### config.mk
export PLATFORM = sky130hd
export DESIGN_NAME = dshot_frame_transmitter_flat
export DESIGN_NICKNAME = d
export VERILOG_FILES = /design/src/rtl/dft_pkg.sv /design/src/rtl/dft_req_if.sv /design/src/rtl/dft_res_if.sv /design/src/rtl/dshot_frame_transmitter.sv /design/src/rtl/dft_frame_build.sv /design/src/flat_wrapper.sv
export VERILOG_INCLUDE_DIRS = /design/src /design/src/rtl
export SDC_FILE = /design/constraint.sdc
export NUM_CORES = 1
export LEC_CHECK = 0
export ABC_CLOCK_PERIOD_IN_PS = 15200
export BUFFER_PORTS_ARGS = -buffer_cell sky130_fd_sc_hd__buf_2
export CAP_MARGIN = 30
export CORE_UTILIZATION = 46
export CTS_BUF_LIST = sky130_fd_sc_hd__clkbuf_8
export CTS_CLUSTER_DIAMETER = 150
export DETAILED_ROUTE_END_ITERATION = 7
export PLACE_DENSITY = 0.73
export SLEW_MARGIN = 5
export SYNTH_ARGS = -nofsm -noshare
export SYNTH_HDL_FRONTEND = slang
export SYNTH_SLANG_ARGS = --single-unit
### constraint.sdc
create_clock -name clk_i -period 15.2 [get_ports clk_i]
set_input_delay 3.8 -clock clk_i [delete_from_list [all_inputs] [get_ports clk_i]]
set_output_delay 3.8 -clock clk_i [all_outputs]
set_load 0.02 [all_outputs]
### src/rtl/assert_macros.svh
// Assertion macros for the RTL files; only dshot_frame_transmitter includes them.
// No dependencies; the including file supplies clock and reset names.
`ifndef ASSERT_MACROS_SVH
`define ASSERT_MACROS_SVH

// Concurrent assertion, clocked on the rising edge, off while reset is low.
`define DFT_ASSERT(label, clk, rst_n, prop, msg) \
  label: assert property (@(posedge clk) disable iff (!(rst_n)) (prop)) \
    else $error(msg);

// Same, on the block's own clock and reset names.
`define DFT_ASSERT_I(label, prop, msg) \
  `DFT_ASSERT(label, clk_i, rst_ni, prop, msg)

`endif

### src/rtl/dft_pkg.sv
// Types, codes and constants of the DShot frame transmitter.
// Used by the channel interfaces, the frame builder and the top level.
package dft_pkg;

  localparam int unsigned FRAME_BITS = 16;
  localparam int unsigned CfgIdxW    = 2;
  localparam int unsigned CfgDataW   = 16;

  localparam logic [15:0] BitCyclesRst   = 16'd600;
  localparam logic [14:0] ShortHighRst   = 15'd200;

  localparam logic [10:0] CoefNormal     = 11'd1999;
  localparam logic [10:0] Coef3d         = 11'd999;
  localparam logic [13:0] OffsetLow      = 14'd48;
  localparam logic [13:0] Offset3dFwd    = 14'd1048;
  localparam logic [13:0] ValueLimit     = 14'd2048;

  typedef enum logic [1:0] {
    KIND_THROTTLE = 2'd0,
    KIND_COMMAND  = 2'd1,
    KIND_TICK     = 2'd2,
    KIND_RSVD     = 2'd3
  } kind_e;

  typedef enum logic [CfgIdxW-1:0] {
    CFG_MODE_3D    = 2'd0,
    CFG_BIT_CYCLES = 2'd1,
    CFG_SHORT_HIGH = 2'd2
  } cfg_idx_e;

  typedef struct packed {
    logic [1:0]         kind;
    logic signed [15:0] throttle;
    logic [5:0]         command;
    logic               telemetry_request;
  } req_item_t;

  typedef struct packed {
    logic                  line_level;
    logic                  busy_res;
    logic                  accepted;
    logic [FRAME_BITS-1:0] frame_word;
    logic                  frame_done;
  } res_item_t;

endpackage

### src/rtl/dft_req_if.sv
// Request channel of the DShot frame transmitter: valid/ready plus item.
// Depends on dft_pkg.
interface dft_req_if import dft_pkg::*; ();
  logic      valid;
  logic      ready;
  req_item_t data;

  modport source (output valid, output data, input ready);
  modport sink   (input valid, input data, output ready);
endinterface

### src/rtl/dft_res_if.sv
// Result channel of the DShot frame transmitter: valid/ready plus item.
// Depends on dft_pkg.
interface dft_res_if import dft_pkg::*; ();
  logic      valid;
  logic      ready;
  res_item_t data;

  modport source (output valid, output data, input ready);
  modport sink   (input valid, input data, output ready);
endinterface

### src/rtl/dshot_frame_transmitter.sv
// DShot frame transmitter, one pin. Every request or tick item gives one result item; the
// item is worked combinationally and its result appears from an output register on the
// next edge, so items flow at one per clock while the result side takes them. The throttle
// multiplier and checksum in front of the state registers set the longest path.
// Depends on dft_pkg, dft_req_if, dft_res_if, dft_frame_build and assert_macros.svh.
`include "assert_macros.svh"

module dshot_frame_transmitter import dft_pkg::*; (
  input  logic                clk_i,
  input  logic                rst_ni,
  input  logic                cfg_we_i,
  input  logic [CfgIdxW-1:0]  cfg_idx_i,
  input  logic [CfgDataW-1:0] cfg_wdata_i,
  dft_req_if.sink             req_ch,
  dft_res_if.source           res_ch
);

  typedef enum logic [1:0] {
    PH_LEAD = 2'd0,
    PH_HIGH = 2'd1,
    PH_TAIL = 2'd2
  } phase_e;

  // Configuration registers
  logic        mode_3d_q;
  logic [15:0] bit_cycles_q;
  logic [14:0] short_high_q;

  // Waveform state
  logic [FRAME_BITS-1:0] shift_q, shift_d;
  logic [3:0]            pos_q, pos_d;
  phase_e                phase_q, phase_d;
  logic [15:0]           pcount_q, pcount_d;
  logic                  sending_q, sending_d;

  logic      out_v_q;
  res_item_t res_q, res_d;

  logic                  acc;
  logic [FRAME_BITS-1:0] word;
  logic [14:0]           short_len;
  logic [15:0]           two_short;
  logic [15:0]           lead_len;
  logic [15:0]           phase_len;
  logic [15:0]           pcount_inc;
  logic                  is_request;

  assign req_ch.ready = !out_v_q || res_ch.ready;
  assign acc          = req_ch.valid && req_ch.ready;
  assign res_ch.valid = out_v_q;
  assign res_ch.data  = res_q;

  dft_frame_build u_build (
    .mode_3d_i     (mode_3d_q),
    .is_throttle_i (req_ch.data.kind == KIND_THROTTLE),
    .throttle_i    (req_ch.data.throttle),
    .command_i     (req_ch.data.command),
    .telem_i       (req_ch.data.telemetry_request),
    .word_o        (word)
  );

  assign short_len  = (short_high_q == '0) ? 15'd1 : short_high_q;
  assign two_short  = {short_len, 1'b0};
  assign lead_len   = (bit_cycles_q > two_short) ? bit_cycles_q - two_short : '0;
  assign phase_len  = (phase_q == PH_LEAD) ? lead_len : {1'b0, short_len};
  assign pcount_inc = pcount_q + 16'd1;
  assign is_request = req_ch.data.kind == KIND_THROTTLE || req_ch.data.kind == KIND_COMMAND;

  always_comb begin
    shift_d   = shift_q;
    pos_d     = pos_q;
    phase_d   = phase_q;
    pcount_d  = pcount_q;
    sending_d = sending_q;
    res_d     = '0;

    if (is_request) begin
      if (!sending_q) begin
        shift_d          = word;
        pos_d            = '0;
        phase_d          = (lead_len == '0) ? PH_HIGH : PH_LEAD;
        pcount_d         = '0;
        sending_d        = 1'b1;
        res_d.accepted   = 1'b1;
        res_d.frame_word = word;
      end
    end else if (req_ch.data.kind == KIND_TICK && sending_q) begin
      pcount_d = pcount_inc;
      if (pcount_inc >= phase_len) begin
        pcount_d = '0;
        unique case (phase_q)
          PH_LEAD: phase_d = PH_HIGH;
          PH_HIGH: phase_d = PH_TAIL;
          default: begin
            if (pos_q >= 4'(FRAME_BITS - 1)) begin
              sending_d        = 1'b0;
              phase_d          = PH_LEAD;
              pos_d            = '0;
              shift_d          = '0;
              res_d.frame_done = 1'b1;
            end else begin
              pos_d   = pos_q + 4'd1;
              shift_d = {shift_q[FRAME_BITS-2:0], 1'b0};
              phase_d = (lead_len == '0) ? PH_HIGH : PH_LEAD;
            end
          end
        endcase
      end
    end

    res_d.busy_res = sending_d;
    if (!sending_d || phase_d == PH_LEAD) begin
      res_d.line_level = 1'b0;
    end else if (phase_d == PH_HIGH) begin
      res_d.line_level = 1'b1;
    end else begin
      res_d.line_level = shift_d[FRAME_BITS-1];
    end
  end

  always_ff @(posedge clk_i or negedge rst_ni) begin
    if (!rst_ni) begin
      mode_3d_q    <= 1'b0;
      bit_cycles_q <= BitCyclesRst;
      short_high_q <= ShortHighRst;
    end else if (cfg_we_i) begin
      unique case (cfg_idx_i)
        CFG_MODE_3D:    mode_3d_q    <= cfg_wdata_i[0];
        CFG_BIT_CYCLES: bit_cycles_q <= cfg_wdata_i;
        CFG_SHORT_HIGH: short_high_q <= cfg_wdata_i[14:0];
        default: ;
      endcase
    end
  end

  always_ff @(posedge clk_i or negedge rst_ni) begin
    if (!rst_ni) begin
      shift_q   <= '0;
      pos_q     <= '0;
      phase_q   <= PH_LEAD;
      pcount_q  <= '0;
      sending_q <= 1'b0;
      out_v_q   <= 1'b0;
    end else begin
      if (acc) begin
        shift_q   <= shift_d;
        pos_q     <= pos_d;
        phase_q   <= phase_d;
        pcount_q  <= pcount_d;
        sending_q <= sending_d;
        out_v_q   <= 1'b1;
      end else if (res_ch.ready) begin
        out_v_q   <= 1'b0;
      end
    end
  end

  // result payload holds while stalled
  always_ff @(posedge clk_i) begin
    if (acc) begin
      res_q <= res_d;
    end
  end

  `DFT_ASSERT(a_idle_clean, clk_i, rst_ni,
              !sending_q |-> (phase_q == PH_LEAD && pos_q == '0 && shift_q == '0),
              "idle with stale waveform state")
  `DFT_ASSERT(a_take_busy, clk_i, rst_ni,
              out_v_q && res_q.accepted |-> res_q.busy_res,
              "request taken but not busy")
  `DFT_ASSERT(a_done_low, clk_i, rst_ni,
              out_v_q && res_q.frame_done |-> (!res_q.busy_res && !res_q.line_level),
              "frame end with line high or busy")
  `DFT_ASSERT(a_stall_block, clk_i, rst_ni,
              out_v_q && !res_ch.ready |-> !req_ch.ready,
              "new transaction taken over a pending result")

endmodule

### src/rtl/dft_frame_build.sv
// Frame builder: throttle to DShot value mapping, telemetry bit, checksum.
// Depends on dft_pkg. Purely combinational.
module dft_frame_build import dft_pkg::*; (
  input  logic                  mode_3d_i,
  input  logic                  is_throttle_i,
  input  logic signed [15:0]    throttle_i,
  input  logic [5:0]            command_i,
  input  logic                  telem_i,
  output logic [FRAME_BITS-1:0] word_o
);

  logic        neg;
  logic [15:0] mag;
  logic [10:0] coef;
  logic [13:0] offset;
  logic [26:0] prod;
  logic [13:0] val;
  logic [10:0] thr_value;
  logic [10:0] value;
  logic [11:0] pt;
  logic [3:0]  csum;

  assign neg    = throttle_i[15];
  assign mag    = neg ? 16'(~throttle_i + 16'sd1) : 16'(throttle_i);
  assign coef   = mode_3d_i ? Coef3d : CoefNormal;
  assign offset = (mode_3d_i && !neg) ? Offset3dFwd : OffsetLow;
  assign prod   = {11'd0, mag} * {16'd0, coef};
  assign val    = {1'b0, prod[26:14]} + offset;

  always_comb begin
    if (!mode_3d_i && neg) begin
      thr_value = '0;
    end else if (val < OffsetLow || val >= ValueLimit) begin
      thr_value = '0;
    end else begin
      thr_value = val[10:0];
    end
  end

  assign value  = is_throttle_i ? thr_value : {5'd0, command_i};
  assign pt     = {value, telem_i};
  assign csum   = pt[3:0] ^ pt[7:4] ^ pt[11:8];
  assign word_o = {pt, csum};

endmodule
### src/flat_wrapper.sv
// flat-port wrapper written by rule: the top's interface ports become plain ports
module dshot_frame_transmitter_flat import dft_pkg::*;
  (clk_i, rst_ni, cfg_we_i, cfg_idx_i, cfg_wdata_i, req_ch_valid, req_ch_data, req_ch_ready, res_ch_valid, res_ch_data, res_ch_ready);
  dft_req_if req_ch_i ();
  dft_res_if res_ch_i ();
  input  logic clk_i;
  input  logic rst_ni;
  input  logic cfg_we_i;
  input  logic [CfgIdxW-1:0] cfg_idx_i;
  input  logic [CfgDataW-1:0] cfg_wdata_i;
  input wire logic [$bits(req_ch_i.valid)-1:0] req_ch_valid;
  input wire logic [$bits(req_ch_i.data)-1:0] req_ch_data;
  output wire logic [$bits(req_ch_i.ready)-1:0] req_ch_ready;
  output wire logic [$bits(res_ch_i.valid)-1:0] res_ch_valid;
  output wire logic [$bits(res_ch_i.data)-1:0] res_ch_data;
  input wire logic [$bits(res_ch_i.ready)-1:0] res_ch_ready;
  assign req_ch_i.valid = req_ch_valid;
  assign req_ch_i.data = req_ch_data;
  assign req_ch_ready = req_ch_i.ready;
  assign res_ch_valid = res_ch_i.valid;
  assign res_ch_data = res_ch_i.data;
  assign res_ch_i.ready = res_ch_ready;
  dshot_frame_transmitter u_core (.clk_i(clk_i), .rst_ni(rst_ni), .cfg_we_i(cfg_we_i), .cfg_idx_i(cfg_idx_i), .cfg_wdata_i(cfg_wdata_i), .req_ch(req_ch_i), .res_ch(res_ch_i));
endmodule
==> impl_metrics.prom <==
# TYPE chip_impl_metric gauge
chip_impl_metric{name="drtIter0Drc",unit=""} 467
chip_impl_metric{name="ctsHoldBuffers",unit=""} 0
chip_impl_metric{name="row_count",unit=""} 55
chip_impl_metric{name="worst_pin_slew",unit="ns"} 0.919
chip_impl_metric{name="standard_cell_core_area",unit="sq um"} 22900
chip_impl_metric{name="final_period_minus_worst_setup_slack",unit="ns"} 12.22
chip_impl_metric{name="cts.clk_slew.worst_paths",unit="ns"} 0.10
chip_impl_metric{name="critical_path.max_fanout",unit=""} 7
chip_impl_metric{name="area_growth_from_synthesis_to_layout",unit="%"} 8.73
chip_impl_metric{name="syn-instance-count",unit=""} 1187
chip_impl_metric{name="vias_per_cell",unit=""} 5.43
chip_impl_metric{name="postSynthRegisterBits",unit=""} 92
chip_impl_metric{name="layout.area.seq",unit="sq um"} 2410
chip_impl_metric{name="yosysWarningCount",unit=""} 0
chip_impl_metric{name="ant_nets",unit=""} 0
chip_impl_metric{name="max_clock_freq",unit="MHz"} 81.9
chip_impl_metric{name="num-nets-final",unit=""} 1512
chip_impl_info{name="critical_path.most_common_cell",value="sky130_fd_sc_hd__inv_1"} 1
chip_impl_info{name="rsz0062_at_grt",value="false"} 1
chip_impl_metric{name="hpwl",unit="mm"} 19.7
chip_impl_metric{name="vias_after_detailed_routing",unit=""} 8506
chip_impl_metric{name="vertical_die_dimension",unit="um"} 156
chip_impl_metric{name="cts.sinks",unit=""} 92
chip_impl_metric{name="antenna_found_initial",unit=""} 1
chip_impl_info{name="synthTopCellsByCount",value="sky130_fd_sc_hd__inv_1, sky130_fd_sc_hd__ha_1, sky130_fd_sc_hd__fa_1"} 1
chip_impl_metric{name="synth-async-reset-ratio",unit="%"} 78.3
chip_impl_metric{name="cts-htree-levels",unit=""} 3
chip_impl_metric{name="n_fill_cell",unit=""} 2127
chip_impl_metric{name="design.portCount",unit=""} 70
chip_impl_metric{name="worstSkewPairLatency",unit="ns"} 0.37
chip_impl_metric{name="port_buffers",unit=""} 69
chip_impl_metric{name="globalRouteOverflowTotal",unit=""} 0
chip_impl_metric{name="starting_utilization_of_the_core_area",unit="%"} 47.6
chip_impl_info{name="run_status",value="finished clean"} 1
chip_impl_info{name="hold_path_class",value="register to register"} 1
chip_impl_metric{name="cp_slowest_stage_delay",unit="ns"} 0.62
chip_impl_info{name="tritoncts",value="done"} 1
chip_impl_metric{name="multiInputGateArea",unit="sq um"} 7550
chip_impl_metric{name="fp.dieArea",unit="sq um"} 24300
chip_impl_metric{name="grt_util_all_layers",unit="%"} 21.0
chip_impl_metric{name="finalCoreUtilization",unit="%"} 51.7
chip_impl_metric{name="grt_max_degree",unit=""} 73
chip_impl_metric{name="timing_hold_violations_final",unit=""} 0
chip_impl_metric{name="route.detailed.wl_per_inst",unit="um"} 15.3
chip_impl_metric{name="arrival_time_worst_endpoint",unit="ns"} 12.35
chip_impl_info{name="cts_root_buf",value="sky130_fd_sc_hd__clkbuf_8"} 1
chip_impl_metric{name="mean_syn_cell_area",unit="sq um"} 9.19
chip_impl_metric{name="setup_viol",unit=""} 0
chip_impl_metric{name="synth.top_cell.area_share",unit="%"} 19.1
chip_impl_info{name="crit_path_end_kind",value="register"} 1
chip_impl_info{name="slowest_cp_cell",value="sky130_fd_sc_hd__xor2_1"} 1
chip_impl_metric{name="fin_skew",unit="ns"} 0.0161
chip_impl_metric{name="ctsResizeCount",unit=""} 0
chip_impl_metric{name="cts_buffers",unit=""} 9
chip_impl_metric{name="wirelength",unit="mm"} 23.9
chip_impl_metric{name="fp.dieW",unit="um"} 156
chip_impl_metric{name="synthDistinctLibCells",unit=""} 90
chip_impl_metric{name="synth-seq-area-share",unit="%"} 22.1
chip_impl_metric{name="first_global_vias",unit=""} 8650
chip_impl_info{name="critPathLaunchType",value="input pin"} 1
chip_impl_info{name="synth-main-ff-cell",value="sky130_fd_sc_hd__dfrtp_1"} 1
chip_impl_metric{name="critical_path_required",unit="ns"} 15.33
chip_impl_metric{name="synth-edff-count",unit=""} 20
chip_impl_info{name="synth.top_cells.by_area",value="sky130_fd_sc_hd__fa_1, sky130_fd_sc_hd__dfrtp_1, sky130_fd_sc_hd__ha_1"} 1
chip_impl_info{name="worst-setup-path-type",value="input pin to register"} 1
chip_impl_info{name="synth_most_common_cell",value="sky130_fd_sc_hd__inv_1"} 1
chip_impl_metric{name="slew_violations",unit=""} 0
chip_impl_metric{name="max-clock-path-buffers",unit=""} 2
chip_impl_metric{name="mappedNetlistNets",unit=""} 1451
chip_impl_metric{name="max_cap_viol_count",unit=""} 0
chip_impl_metric{name="gp_congestion",unit=""} 0.909
chip_impl_metric{name="fin_setup_tns",unit="ns"} 0
chip_impl_metric{name="slew-limit-headroom",unit="%"} 38.4
chip_impl_metric{name="post_synth_instance_area",unit="sq um"} 10900
chip_impl_metric{name="fin_crit_sh",unit="%"} 80.4
chip_impl_metric{name="postCtsSetupBuffers",unit=""} 0
chip_impl_metric{name="fraction_of_layout_instances_using_a_drive_strength_above_1",unit="%"} 13.6
chip_impl_metric{name="detail_route.drc_violations",unit=""} 0
chip_impl_metric{name="drt_pre_antenna_iters",unit=""} 5
chip_impl_info{name="synth_top_area_cell",value="sky130_fd_sc_hd__fa_1"} 1
chip_impl_metric{name="grt_pass1_wl",unit="mm"} 41.5
worst max-delay path: cells and delay by family:
kind | cells | cell delay (ns)
xor+xnor | 2 | 0.80
simple gates | 9 | 1.88
fa+ha+maj | 8 | 3.52
buf+inv | 8 | 0.85
mux | 1 | 0.39
compound gates | 5 | 1.09
worst paths after layout:
kind                                    start                 endpoint  slack, ns  cells past startpoint
max                           req_ch_data[12]   u_core.res_ch.data[19]       2.98                     33
min                        u_core.shift_q[15]       u_core.shift_q[15]       0.49                      2
max reg2reg                  u_core.mode_3d_q   u_core.res_ch.data[19]       6.77                     31
min reg2reg                u_core.shift_q[15]       u_core.shift_q[15]       0.49                      2
max in group asynchronous              rst_ni   u_core.bit_cycles_q[3]      11.32                      3
min in group asynchronous              rst_ni  u_core.bit_cycles_q[11]       3.30                      2
stage by stage:
stage	hold slack (ns)	cells	setup slack, ns	instance area, sq um
2_1_floorplan	0.438	1187	3.13	10900
3_3_place_gp	0.453	1548	2.81	11600
3_5_place_dp	0.465	1548	2.64	11600
4_1_cts	0.486	1564	3.01	11800
5_1_grt	0.526	1566	2.27	11900
6_report	0.488	1567	2.98	11900
per-layer routing:
layer  global-route usage (%)  up-vias  part of all wire, %  wire (um)
met5                        0        -                    0          0
li1                         -     4108                    -          -
met4                     5.42        0                  1.6        378
met2                     35.1      214                   48      11400
met1                     28.8     4144                   47      11200
met3                     2.56       40                  3.9        935
placed cells by master, fill, tap and decap left out, drive strengths merged, types with 4 or more instances in the layout:
| cell type | count |
|---|---|
| mux2i | 4 |
| o21ai | 47 |
| xnor2 | 34 |
| nand4 | 28 |
| nor2b | 7 |
| nand2 | 96 |
| mux2 | 34 |
| nand2b | 12 |
| and2 | 6 |
| nor2 | 74 |
| a31oi | 9 |
| or3 | 9 |
| nor3 | 19 |
| inv | 226 |
| o31ai | 10 |
| nor3b | 4 |
| o21a | 5 |
| or2 | 6 |
| a21o | 18 |
| fa | 104 |
| dfrtp | 65 |
| edfxtp | 20 |
| a22oi | 8 |
| dfstp | 7 |
| clkbuf | 10 |
| xor2 | 30 |
| a211oi | 8 |
| a21oi | 52 |
| and3 | 11 |
| o211ai | 8 |
| buf | 78 |
| nand3 | 23 |
| clkinv | 4 |
| nor4 | 9 |
| ha | 112 |
flip-flops by register name, summed over array words and instances, names as in the netlist:
name	flops
u_core.bit_cycles_q	16
u_core.mode_3d_q	1
u_core.pcount_q	16
u_core.phase_q	2
u_core.pos_q	4
u_core.res_ch.data	20
u_core.res_ch.valid	1
u_core.sending_q	1
u_core.shift_q	16
u_core.short_high_q	15
final cells by class:
| cell class | instances | share of cell area (%) |
|---|---|---|
| sequential | 92 | 20.3 |
| clock buffer | 10 | 1.16 |
| multi-input combinational | 842 | 63.7 |
| tap | 313 | 3.30 |
| inverter | 225 | 7.12 |
| clock inverter | 6 | 0.528 |
| timing repair buffer | 78 | 3.82 |
| antenna | 1 | 0.0211 |
kinds of logic after synthesis:
| logic type | synth area share (%) |
|---|---|
| xor+xnor | 5.14 |
| mux | 3.91 |
| simple gates | 14.7 |
| buf+inv | 8.72 |
| flops | 22.1 |
| fa+ha+maj | 31.9 |
| compound gates | 13.4 |
Power is not shown: default switching activity piles up to over one toggle a cycle in this logic, so the estimate is an artifact.
